$ cat src/rtl/qte_pkg.sv
// shared types, constants and tables for the quaternion to euler block
package qte_pkg;

  localparam int Q_W        = 16;
  localparam int PROD_W     = 32;
  localparam int VEC_W      = 34;
  localparam int CORDIC_W   = 36;
  localparam int S_W        = 30;
  localparam int ROOT_W     = 29;
  localparam int RAD_W      = 58;
  localparam int REM_W      = ROOT_W + 4;
  localparam int SQ_STAGES  = ROOT_W;
  localparam int ANG_W      = 16;
  localparam int ACC_W      = 32;
  localparam int MAX_STAGES = 24;
  localparam int CORDIC_STAGES_DEF = 16;

  localparam logic signed [VEC_W-1:0] ASIN_HI   = VEC_W'(268432772);
  localparam logic signed [VEC_W-1:0] ONE_Q28   = VEC_W'(268435456);
  localparam logic [RAD_W-1:0]        ONE_Q56   = RAD_W'(1) << 56;
  localparam logic [ACC_W-1:0]        ACC_PI    = 32'h8000_0000;
  localparam logic [ACC_W-1:0]        ACC_ROUND = 32'h0000_8000;

  typedef struct packed {
    logic signed [VEC_W-1:0] yaw_y;
    logic signed [VEC_W-1:0] yaw_x;
    logic signed [VEC_W-1:0] roll_y;
    logic signed [VEC_W-1:0] roll_x;
    logic signed [S_W-1:0]   s;
    logic                    flag;
  } side_t;

  function automatic logic [ACC_W-1:0] atan_ent(input int i);
    logic [ACC_W-1:0] v;
    case (i)
      0:  v = 32'd536870912;
      1:  v = 32'd316933406;
      2:  v = 32'd167458907;
      3:  v = 32'd85004756;
      4:  v = 32'd42667331;
      5:  v = 32'd21354465;
      6:  v = 32'd10679838;
      7:  v = 32'd5340245;
      8:  v = 32'd2670163;
      9:  v = 32'd1335087;
      10: v = 32'd667544;
      11: v = 32'd333772;
      12: v = 32'd166886;
      13: v = 32'd83443;
      14: v = 32'd41722;
      15: v = 32'd20861;
      16: v = 32'd10430;
      17: v = 32'd5215;
      18: v = 32'd2608;
      19: v = 32'd1304;
      20: v = 32'd652;
      21: v = 32'd326;
      22: v = 32'd163;
      23: v = 32'd81;
      default: v = '0;
    endcase
    return v;
  endfunction

endpackage

$ cat src/rtl/qte_isqrt.sv
// pipelined floor square root, one result bit per stage
module qte_isqrt (
  input  logic                             clk,
  input  logic                             en,
  input  logic [qte_pkg::RAD_W-1:0]        rad,
  output logic [qte_pkg::ROOT_W-1:0]       root
);

  logic [qte_pkg::REM_W-1:0]  rem_r  [qte_pkg::SQ_STAGES+1];
  logic [qte_pkg::ROOT_W-1:0] root_r [qte_pkg::SQ_STAGES+1];
  logic [qte_pkg::RAD_W-1:0]  rad_r  [qte_pkg::SQ_STAGES+1];

  always_comb begin
    rem_r[0]  = '0;
    root_r[0] = '0;
    rad_r[0]  = rad;
  end

  for (genvar k = 0; k < qte_pkg::SQ_STAGES; k++) begin : g_stage
    logic [qte_pkg::REM_W-1:0] cur;
    logic [qte_pkg::REM_W-1:0] trial;
    logic                      ge;
    always_comb begin
      cur   = {rem_r[k][qte_pkg::REM_W-3:0], rad_r[k][qte_pkg::RAD_W-1 -: 2]};
      trial = qte_pkg::REM_W'({root_r[k], 2'b01});
      ge    = (cur >= trial);
    end
    always_ff @(posedge clk) begin
      if (en) begin
        rem_r[k+1]  <= ge ? (cur - trial) : cur;
        root_r[k+1] <= {root_r[k][qte_pkg::ROOT_W-2:0], ge};
        rad_r[k+1]  <= {rad_r[k][qte_pkg::RAD_W-3:0], 2'b00};
      end
    end
  end

  assign root = root_r[qte_pkg::SQ_STAGES];

endmodule

$ cat config.mk
export PLATFORM = sky130hd
export DESIGN_NAME = qte_isqrt
export DESIGN_NICKNAME = d
export VERILOG_FILES = /design/src/rtl/qte_pkg.sv /design/src/rtl/qte_isqrt.sv
export SDC_FILE = /design/constraint.sdc
export NUM_CORES = 2
export LEC_CHECK = 0
export BUFFER_PORTS_ARGS = -buffer_cell sky130_fd_sc_hd__buf_4
export CAP_MARGIN = 20
export CELL_PAD_IN_SITES_DETAIL_PLACEMENT = 1
export CELL_PAD_IN_SITES_GLOBAL_PLACEMENT = 2
export CORE_ASPECT_RATIO = 1.2
export CORE_MARGIN = 4
export CORE_UTILIZATION = 30
export CTS_CLUSTER_DIAMETER = 30
export DETAILED_ROUTE_END_ITERATION = 6
export PLACE_DENSITY = 0.69
export SYNTH_ARGS = -nofsm -noshare
export SYNTH_HDL_FRONTEND = slang
export SYNTH_SLANG_ARGS = --single-unit
$ cat constraint.sdc
create_clock -name clk -period 3.3 [get_ports clk]
set_clock_uncertainty 0.2 [all_clocks]
set_input_delay 0.495 -clock clk [delete_from_list [all_inputs] [get_ports clk]]
set_output_delay 0.495 -clock clk [all_outputs]
set_load 0.01 [all_outputs]
==> flow_metrics.env <==
export IMPL_syn_inst=7424
export IMPL_min_from="rad[55]"
export IMPL_stdcell_area_um2=127000
export IMPL_hpwl_um=163000
export IMPL_die_area_um2=331000
export IMPL_p_leak_uw=0.0492
export IMPL_grt_usage_pct=13.4
export IMPL_nFillCells=33300
export IMPL_use_met1_pct=15.4
export IMPL_ys_dominant_reg_cell="edfxtp_1"
export IMPL_yosysWarnings=0
export IMPL_grt_use_met3_pct=1.99
export IMPL_vias=61900
export IMPL_overflow=0
export IMPL_drc=0
export IMPL_synth_top_area_cell="edfxtp_1"
export IMPL_ant_nets=0
export IMPL_layout_drive_gt1_share_pct=23.4
export IMPL_arrival_ps=4130
export IMPL_setup_tns_ps=-2800
export IMPL_crit_type="reg2reg"
export IMPL_avgSynthCellArea_um2=13.0
export IMPL_worst_pin_slew_ps=726
export IMPL_portBuffers=88
export IMPL_ctsHtreeMaxLevel=5
export IMPL_slowest_delay_ps=500
export IMPL_fmax_mhz=266
export IMPL_synth_edf_count=2071
export IMPL_globalRoute_busiestLayer="met2"
export IMPL_status="finished with violations"
export IMPL_finalNetCount=9238
export IMPL_cp_required_ps=3680
export IMPL_syn2layout_area_growth_pct=31.2
export IMPL_start_kind="register"
export IMPL_clock_sinks=2071
export IMPL_pin_count=89
export IMPL_crit_slowest_cell="or4_1"
export IMPL_drtIter0Drc=2836
export IMPL_core_um2=320000
export IMPL_crit_chain="ha_4 -> nor2b_4 -> o31a_1 -> o31ai_4 -> a31oi_4 -> a221o_2 -> a2111oi_4 -> buf_4 -> nor3_2 -> or4_1 -> xnor2_1"
export IMPL_fin_crit_ps=3750
export IMPL_vias_per_cell=4.66
export IMPL_synth_top_area_share_pct=64.5
export IMPL_grt_max_degree=128
export IMPL_drv_cap=0
export IMPL_drt_wirelength_per_cell_um=17.2
export IMPL_synth_yosys_seq_area_share_pct=64.5
export IMPL_wirelength_um=228000
export IMPL_antenna_found_initial=1
export IMPL_clk_path_buf_depth=4
export IMPL_netlist_cell_type_count=99
export IMPL_rsz0062_at_grt="yes"
export IMPL_violations="negative setup slack"
export IMPL_fin_ws_ps=-455
export IMPL_drv_slew=0
export IMPL_grt_pass1_vias=67600
export IMPL_grt_pass1_wl_um=364000
export IMPL_cp_max_fo=4
export IMPL_start_util_pct=30.2
export IMPL_synthArstFlopShare_pct=0
export IMPL_placed_area_um2=108000
export IMPL_critical_path_startpoint="g_stage[21].cur[2]$_DFFE_PP_"
export IMPL_hold_viol=0
export IMPL_grtUsageMet2_pct=24.6
export IMPL_holdWs_ps=97.7
export IMPL_crit_buf_inv=1
export IMPL_cp_end_kind="register"
export IMPL_hp_class="in2reg"
export IMPL_cts_buffers=399
export IMPL_ys_ff_latch=2071
export IMPL_critPathTopFamily="compound AO/OA/AOI/OAI gates"
export IMPL_slew_headroom_pct=51.6
export IMPL_fp_dieH_um=629
export IMPL_synthTopCellsByArea="edfxtp_1 64%, ha_1 6.0%, xnor2_1 3.3%"
export IMPL_rows=227
export IMPL_cts_root_buffer_cell="clkbuf_16"
export IMPL_clk_insertion_delay_late_ps=920
export IMPL_drtPass1Iterations=5
export IMPL_timing_final_crit_share_pct=114
export IMPL_cts_tree="done"
export IMPL_die_w_um=526
export IMPL_dp_cells=12400
export IMPL_syn_nets=7949
export IMPL_clkTransAtPathRegs_ps=50
export IMPL_ir_worst_vdd_mv=0.509
export IMPL_setup_viol=25
export IMPL_p_per_area_nw_per_um2=746
export IMPL_post_route_util_pct=39.6
export IMPL_place_congestion=0.888
export IMPL_fin_cells=13300
export IMPL_r2r_start="g_stage[21].cur[2]$_DFFE_PP_"
export IMPL_synthesis_area_um2=96500
==> through the flow <==
stage	worst slack, ps	total power (uW)
floorplan	-80.2	45200
global route	-583	99200
detailed placement	-519	52000
CTS	-464	94700
finish	-455	94400
global placement	-410	51500
==> cell usage in the layout (no fill, tap or decap), types with 54 or more instances in the layout <==
cell,netlist,final
o21ai_0,148,138
o21ai_1,227,172
o21a_1,85,85
a21oi_1,440,405
nand2_1,490,476
inv_1,577,568
xnor2_1,363,355
bufinv_16,0,54
xor2_1,323,320
ha_1,465,430
dlygate4sd3_1,0,62
nor3_1,181,155
nand2b_1,104,103
clkbuf_16,0,408
o21ai_2,0,63
a21o_1,197,196
nand4_1,72,72
nor4_1,98,70
buf_4,0,864
nor2b_1,82,73
nor2_1,448,430
or3_1,74,69
edfxtp_1,2071,2071
inv_6,0,54
clkinv_2,0,54
nand3_1,128,118
==> state kept, by name (all words and copies together), names as in the netlist <==
name,count
g_stage.trial,406
g_stage.cur,880
rad_r,756
root,29
==> cell usage after synthesis (45+ instances only) <==
cell         n
ha_1       465
or3_1       74
nor4_1      98
nand2_1    490
or4_1       45
nor3_1     181
xnor2_1    363
nor2_1     448
nand4_1     72
xor2_1     323
a31oi_1     48
a21oi_1    440
a21o_1     197
clkbuf_1   123
nand2b_1   104
edfxtp_1  2071
mux2_1      50
nand3_1    128
o21ai_0    148
o21a_1      85
nor2b_1     82
inv_1      577
o21ai_1    227
==> where the power goes <==
| group | internal (uW) | switching, uW | total (uW) |
|---|---|---|---|
| combinational | 8290 | 9540 | 17800 |
| sequential | 33200 | 2210 | 35400 |
| clock | 26900 | 14300 | 41200 |
==> layout make-up <==
| type | count | area (um^2) | area share (%) |
|---|---|---|---|
| sequential | 2071 | 62200 | 49.1 |
| multi-input combinational | 4623 | 34100 | 26.9 |
| clock buffer | 433 | 10200 | 8.04 |
| timing repair buffer | 1023 | 8790 | 6.95 |
| tap | 4236 | 5300 | 4.19 |
| clock inverter | 306 | 3790 | 2.99 |
| inverter | 595 | 2250 | 1.77 |
| antenna | 2 | 5.00 | 0.00395 |
==> logic make-up after synthesis <==
group / count (synthesis) / share of synthesized area [%]
flops: 2071 / 64.5
simple gates: 1944 / 10.1
compound gates: 1447 / 9.38
buf+inv: 731 / 2.86
xor+xnor: 686 / 6.23
fa+ha+maj: 465 / 6.03
mux: 79 / 0.903
other cells: 1 / 0.00389
==> path summary, 6_finish.rpt <==
| check | cells past startpoint | end | slack (ps) |
|---|---|---|---|
| worst max-delay path | 11 | g_stage[22].cur[26]$_DFFE_PP_ | -450 |
| worst min-delay path | 2 | g_stage[1].cur[1]$_DFFE_PP_ | 100 |
| worst max register to register | 11 | g_stage[22].cur[26]$_DFFE_PP_ | -450 |
| worst min register to register | 0 | rad_r[573]$_DFFE_PP_ | 180 |
==> routing by layer <==
| metal | up-vias | share of wire, % |
|---|---|---|
| met5 | - | 0 |
| met1 | 30300 | 41 |
| met2 | 834 | 52 |
| met4 | 0 | 4.1 |
| li1 | 30200 | - |
| met3 | 517 | 2.8 |
==> repair_timing <==
action                                 CTS  global route
hold buffers                            62             0
gates resized for setup                191           339
endpoints found under the hold margin   77             0
gates cloned                             7             8
setup buffers                           41            62
pin swaps                               77           134
setup endpoints to repair              305           435
Note: power is estimated with default switching activity, not from simulation.
