[src/rtl/qte_pkg.sv]
// shared types, constants and tables for the quaternion to euler block
package qte_pkg;

  localparam int Q_W        = 16;
  localparam int PROD_W     = 32;
  localparam int VEC_W      = 34;
  localparam int CORDIC_W   = 36;
  localparam int S_W        = 30;
  localparam int ROOT_W     = 29;
  localparam int RAD_W      = 58;
  localparam int REM_W      = ROOT_W + 4;
  localparam int SQ_STAGES  = ROOT_W;
  localparam int ANG_W      = 16;
  localparam int ACC_W      = 32;
  localparam int MAX_STAGES = 24;
  localparam int CORDIC_STAGES_DEF = 16;

  localparam logic signed [VEC_W-1:0] ASIN_HI   = VEC_W'(268432772);
  localparam logic signed [VEC_W-1:0] ONE_Q28   = VEC_W'(268435456);
  localparam logic [RAD_W-1:0]        ONE_Q56   = RAD_W'(1) << 56;
  localparam logic [ACC_W-1:0]        ACC_PI    = 32'h8000_0000;
  localparam logic [ACC_W-1:0]        ACC_ROUND = 32'h0000_8000;

  typedef struct packed {
    logic signed [VEC_W-1:0] yaw_y;
    logic signed [VEC_W-1:0] yaw_x;
    logic signed [VEC_W-1:0] roll_y;
    logic signed [VEC_W-1:0] roll_x;
    logic signed [S_W-1:0]   s;
    logic                    flag;
  } side_t;

  function automatic logic [ACC_W-1:0] atan_ent(input int i);
    logic [ACC_W-1:0] v;
    case (i)
      0:  v = 32'd536870912;
      1:  v = 32'd316933406;
      2:  v = 32'd167458907;
      3:  v = 32'd85004756;
      4:  v = 32'd42667331;
      5:  v = 32'd21354465;
      6:  v = 32'd10679838;
      7:  v = 32'd5340245;
      8:  v = 32'd2670163;
      9:  v = 32'd1335087;
      10: v = 32'd667544;
      11: v = 32'd333772;
      12: v = 32'd166886;
      13: v = 32'd83443;
      14: v = 32'd41722;
      15: v = 32'd20861;
      16: v = 32'd10430;
      17: v = 32'd5215;
      18: v = 32'd2608;
      19: v = 32'd1304;
      20: v = 32'd652;
      21: v = 32'd326;
      22: v = 32'd163;
      23: v = 32'd81;
      default: v = '0;
    endcase
    return v;
  endfunction

endpackage

[src/rtl/qte_cordic.sv]
// pipelined vectoring cordic giving atan2 as a binary angle
module qte_cordic #(
  parameter int STAGES = qte_pkg::CORDIC_STAGES_DEF
) (
  input  logic                              clk,
  input  logic                              en,
  input  logic signed [qte_pkg::VEC_W-1:0]  in_y,
  input  logic signed [qte_pkg::VEC_W-1:0]  in_x,
  output logic signed [qte_pkg::ANG_W-1:0]  angle
);

  localparam int N = (STAGES > qte_pkg::MAX_STAGES) ? qte_pkg::MAX_STAGES : STAGES;

  logic signed [qte_pkg::CORDIC_W-1:0] x_r   [N+1];
  logic signed [qte_pkg::CORDIC_W-1:0] y_r   [N+1];
  logic        [qte_pkg::ACC_W-1:0]    acc_r [N+1];
  logic                                zero_r[N+1];
  logic signed [qte_pkg::CORDIC_W-1:0] xe, ye;
  logic        [qte_pkg::ACC_W-1:0]    acc_out;

  always_comb begin
    xe = qte_pkg::CORDIC_W'(in_x);
    ye = qte_pkg::CORDIC_W'(in_y);
  end

  always_ff @(posedge clk) begin
    if (en) begin
      zero_r[0] <= (in_x == '0) && (in_y == '0);
      if (in_x < 0) begin
        x_r[0]   <= -xe;
        y_r[0]   <= -ye;
        acc_r[0] <= qte_pkg::ACC_PI;
      end else begin
        x_r[0]   <= xe;
        y_r[0]   <= ye;
        acc_r[0] <= '0;
      end
    end
  end

  for (genvar i = 0; i < N; i++) begin : g_stage
    logic signed [qte_pkg::CORDIC_W-1:0] dx, dy;
    always_comb begin
      dx = x_r[i] >>> i;
      dy = y_r[i] >>> i;
    end
    always_ff @(posedge clk) begin
      if (en) begin
        zero_r[i+1] <= zero_r[i];
        if (!y_r[i][qte_pkg::CORDIC_W-1]) begin
          x_r[i+1]   <= x_r[i] + dy;
          y_r[i+1]   <= y_r[i] - dx;
          acc_r[i+1] <= acc_r[i] + qte_pkg::atan_ent(i);
        end else begin
          x_r[i+1]   <= x_r[i] - dy;
          y_r[i+1]   <= y_r[i] + dx;
          acc_r[i+1] <= acc_r[i] - qte_pkg::atan_ent(i);
        end
      end
    end
  end

  assign acc_out = acc_r[N] + qte_pkg::ACC_ROUND;

  always_ff @(posedge clk) begin
    if (en) begin
      angle <= zero_r[N] ? '0 : $signed(acc_out[qte_pkg::ACC_W-1 -: qte_pkg::ANG_W]);
    end
  end

endmodule

[config.mk]
export PLATFORM = sky130hd
export DESIGN_NAME = qte_cordic
export DESIGN_NICKNAME = d
export VERILOG_FILES = /design/src/rtl/qte_pkg.sv /design/src/rtl/qte_cordic.sv
export SDC_FILE = /design/constraint.sdc
export NUM_CORES = 2
export LEC_CHECK = 0
export ABC_CLOCK_PERIOD_IN_PS = 7400
export BUFFER_PORTS_ARGS = -buffer_cell sky130_fd_sc_hd__buf_2
export CORE_MARGIN = 2
export CORE_UTILIZATION = 30
export CTS_CLUSTER_SIZE = 20
export DETAILED_ROUTE_END_ITERATION = 16
export GPL_TIMING_DRIVEN = 0
export HOLD_SLACK_MARGIN = 0.12
export MAX_ROUTING_LAYER = met4
export SLEW_MARGIN = 20
export SYNTH_ARGS = -nofsm -noshare
export SYNTH_HDL_FRONTEND = slang
export SYNTH_SLANG_ARGS = --single-unit
[constraint.sdc]
create_clock -name clk -period 7.4 [get_ports clk]
set_input_delay 1.85 -clock clk [delete_from_list [all_inputs] [get_ports clk]]
set_output_delay 1.85 -clock clk [all_outputs]
set_load 0.01 [all_outputs]
==> results.txt <==
----------------------------------------------------
[Run status]
  Status ... completed

[Setup path]
  Worst-path cell chain ... buf_6, clkbuf_2, buf_12, nand2_1, inv_1, buf_2, buf_12, nor2_1, xnor2_1, ha_1, nor2b_1, o21ai_1, a21boi_1, o221a_2, a211oi_1, nor2_1, a311oi_1, o21ai_1, a311oi_1, a211oi_1
  Highest-delay cell along the critical path ... sky130_fd_sc_hd__a211oi_1
  Crit path launch type ... primary input
  CP required ... 8.02 ns
  Nature of the critical path endpoint ... flop
  CP max FO ... 34
  Arr. time, crit path ... a little under 8 ns
  Worst Setup Path Type ... in -> reg
  Crit path largest cell delay ... 0.61 ns

[Layout]
  Most frequent standard cell in the layout excluding fill and tap cells ... sky130_fd_sc_hd__edfxtp_1
  Area Overhead vs Synth ... 10.97%
  Number of nets in the finished design ... 16430
  Final cell utilization of the core ... between 30% and 40%
  Summed area of non-filler cells in the final layout ... 149400 um2
  Proportion of layout cells with a drive suffix above 1 ... 4.201%
  Most frequent cells in the layout ... 1525 x sky130_fd_sc_hd__edfxtp_1, 1488 x sky130_fd_sc_hd__ha_1, 1457 x sky130_fd_sc_hd__a21oi_1, 1242 x sky130_fd_sc_hd__xnor2_1, 1128 x sky130_fd_sc_hd__nor2_1

[Placed design]
  Placed wire-length estimate ... 309.5 mm
  Global placer's final weighted congestion ... 0.9708
  Port Buffers ... 85
  Area after detailed placement ... 143500 um2
  Setup WS pre-CTS ... -1.592 ns

[Die]
  Chip Height ... 674.0 um
  Full die area ... between 400000 and 500000 um2
  Area of the core ... 447800 um2
  Number of top-level design ports ... 86
  Placement Rows ... 246
  Die width ... 674.0 um
  Initial cell density of the core ... 30.07%

[STA]
  Tightest slew margin relative to the limit ... roughly 22%
  Unrepaired setup endpoints after global routing ... no
  Highest clock rate ... 0.1406 GHz
  Final hold violations ... 0
  Final-report max-slew violation count ... 0
  Worst-case hold slack ... 0.4184 ns
  Worst Skew ... about 0.064 ns
  Crit path setup slack, layout ... ~0.29 ns
  Transition time at the pin with the least slew margin ... 1.154 ns
  Final setup viols ... 0
  Shortest period the worst path allows ... 7.114 ns
  Fin crit share ... 96.14%

[Routing]
  Detailed-route wire length per cell ... roughly 18 um
  Number of routed nets with antenna violations ... 0
  Total wire length ... 378.7 mm
  Via density per instance ... around 5.2
  Number of violations reported at the end of detailed-routing iteration 0 ... about 7000
  Number of iterations in the first detailed-routing pass ... 7
  Remaining routing DRC violations ... 0
  Via count ... 108300

[GRT]
  Global routing usage summed across all routing layers ... 16.55%
  Wire length of the first global-routing pass ... 589.0 mm
  Overall overflow remaining after global route ... 0
  Vias in the first global route ... between 100k and 150k
  Largest net degree at the start of global routing ... 60
  Initial antenna violation count ... 9

[Logic synthesis]
  Fraction of the yosys area taken by sequential cells ... 34.01%
  Post-Synthesis Mean Instance Area ... 9.271 um2
  Number of cells produced by synthesis ... ~15000
  Summed instance area of the synthesized netlist ... 134700 um2
  Number of flip-flops and latches in the synthesized netlist ... 1525
  Post-synth EDFFs ... 1525
  Share of flip-flops with an asynchronous set or reset after synthesis ... 0%
  Number of different library cells in the post-synthesis netlist ... between 100 and 150
  Syn_nets ... 16120
  Yosys warning count ... 0
  Predominant post-synthesis flop cell ... sky130_fd_sc_hd__edfxtp_1

[Min path]
  Hold WC Path Type ... reg -> reg

[Clocking]
  Largest buffer count on any clock path ... 4
  Latest clock arrival within the worst-skew pair ... about 0.9 ns
  TritonCTS clock tree ... done
  TritonCTS sink count ... about 1500
  H-tree levels ... 4
  Number of buffers added for setup after CTS ... 0
  Cell at the root of the clock tree ... sky130_fd_sc_hd__clkbuf_16
  Reg clk slew, reported paths ... about 0.06 ns
  TritonCTS buffer count ... 185

[Run]
  # Max-Cap Violations ... 0

----------------------------------------------------
==> path summary, 6_finish.rpt <==
path                    start           to  slack, ns  cells past startpoint
setup reg to reg   y_r[9][35]  y_r[10][34]       1.49                     14
setup / recovery           en   x_r[9][26]       0.29                     20
hold / removal    acc_r[3][1]  acc_r[4][1]       0.42                      0
hold reg to reg   acc_r[3][1]  acc_r[4][1]       0.42                      0
==> per-stage QoR <==
stage,instances,TNS (ns)
floorplan,14520,0
global placement,20560,-6899.84
detailed placement,20600,-340.30
CTS,20920,0
global route,20930,0
finish,20930,0
==> cell type report <==
cell class | instances | area, um2
diodes | 6 | 15.01
plain buffers | 312 | 1285
clock buffers | 212 | 4837
clock inverters | 117 | 1062
fillers | 46070 | 298400
inverters | 632 | 2376
multi-input cells | 12050 | 85350
flip-flops and latches | 1525 | 45790
well taps | 5952 | 7447
repair buffers | 120 | 1261
==> worst max-delay path: cells and delay by family <==
family                   cells  cell delay (ns)
XOR/XNOR                     1             0.13
buffers and inverters        6             1.73
AND/OR/NAND/NOR              4             1.05
AO/OA/AOI/OAI                8             2.52
adder cells (fa/ha/maj)      1             0.34
==> routing by layer <==
layer,track usage (%),wire length [um]
met1,18.51,156300
met2,29.51,188500
met3,1.513,12630
met4,8.118,21320
met5,-,0
==> sequential cells by signal, indices dropped and copies added, names as in the netlist <==
name,count
zero_r,17
angle,16
acc_r,426
x_r,525
y_r,541
==> synth_stat cells, types with 168 or more instances <==
cell type / n / area, um2
sky130_fd_sc_hd__clkbuf_1: 286 / 1074
sky130_fd_sc_hd__nand2b_1: 223 / 1395
sky130_fd_sc_hd__o21bai_1: 168 / 1261
sky130_fd_sc_hd__o31ai_1: 181 / 1359
sky130_fd_sc_hd__o21a_1: 210 / 1577
sky130_fd_sc_hd__a21o_1: 606 / 4549
sky130_fd_sc_hd__xor2_1: 732 / 6411
sky130_fd_sc_hd__inv_1: 619 / 2323
sky130_fd_sc_hd__nor2_1: 1128 / 4234
sky130_fd_sc_hd__nor3_1: 360 / 1802
sky130_fd_sc_hd__nor2b_1: 203 / 1270
sky130_fd_sc_hd__ha_1: 1488 / 18620
sky130_fd_sc_hd__o21ai_0: 829 / 4149
sky130_fd_sc_hd__a21oi_1: 1457 / 7292
sky130_fd_sc_hd__edfxtp_1: 1525 / 45790
sky130_fd_sc_hd__xnor2_1: 1243 / 10890
sky130_fd_sc_hd__nand2_1: 966 / 3626
sky130_fd_sc_hd__nand3_1: 268 / 1341
==> cell families (layout without fill, tap and decap cells) <==
group | after synthesis | after routing | share of synthesized area, %
adder cells (fa/ha/maj) | 1528 | 1528 | 14.42
other | 0 | 6 | 0
flip-flops | 1525 | 1525 | 34.01
AO/OA/AOI/OAI | 4507 | 4507 | 21.30
AND/OR/NAND/NOR | 3990 | 3990 | 14.37
buffers and inverters | 946 | 1393 | 2.644
multiplexers | 52 | 52 | 0.3977
XOR/XNOR | 1976 | 1976 | 12.86
==> what timing repair did <==
| item | in CTS | in global routing |
|---|---|---|
| resized for setup | 10 | 10 |
| hold buffers | 0 | 0 |
| pin swaps | 0 | 0 |
| endpoints found under the setup margin | 108 | 38 |
Power is not shown: default switching activity piles up to over one toggle a cycle in this logic, so the estimate is an artifact.
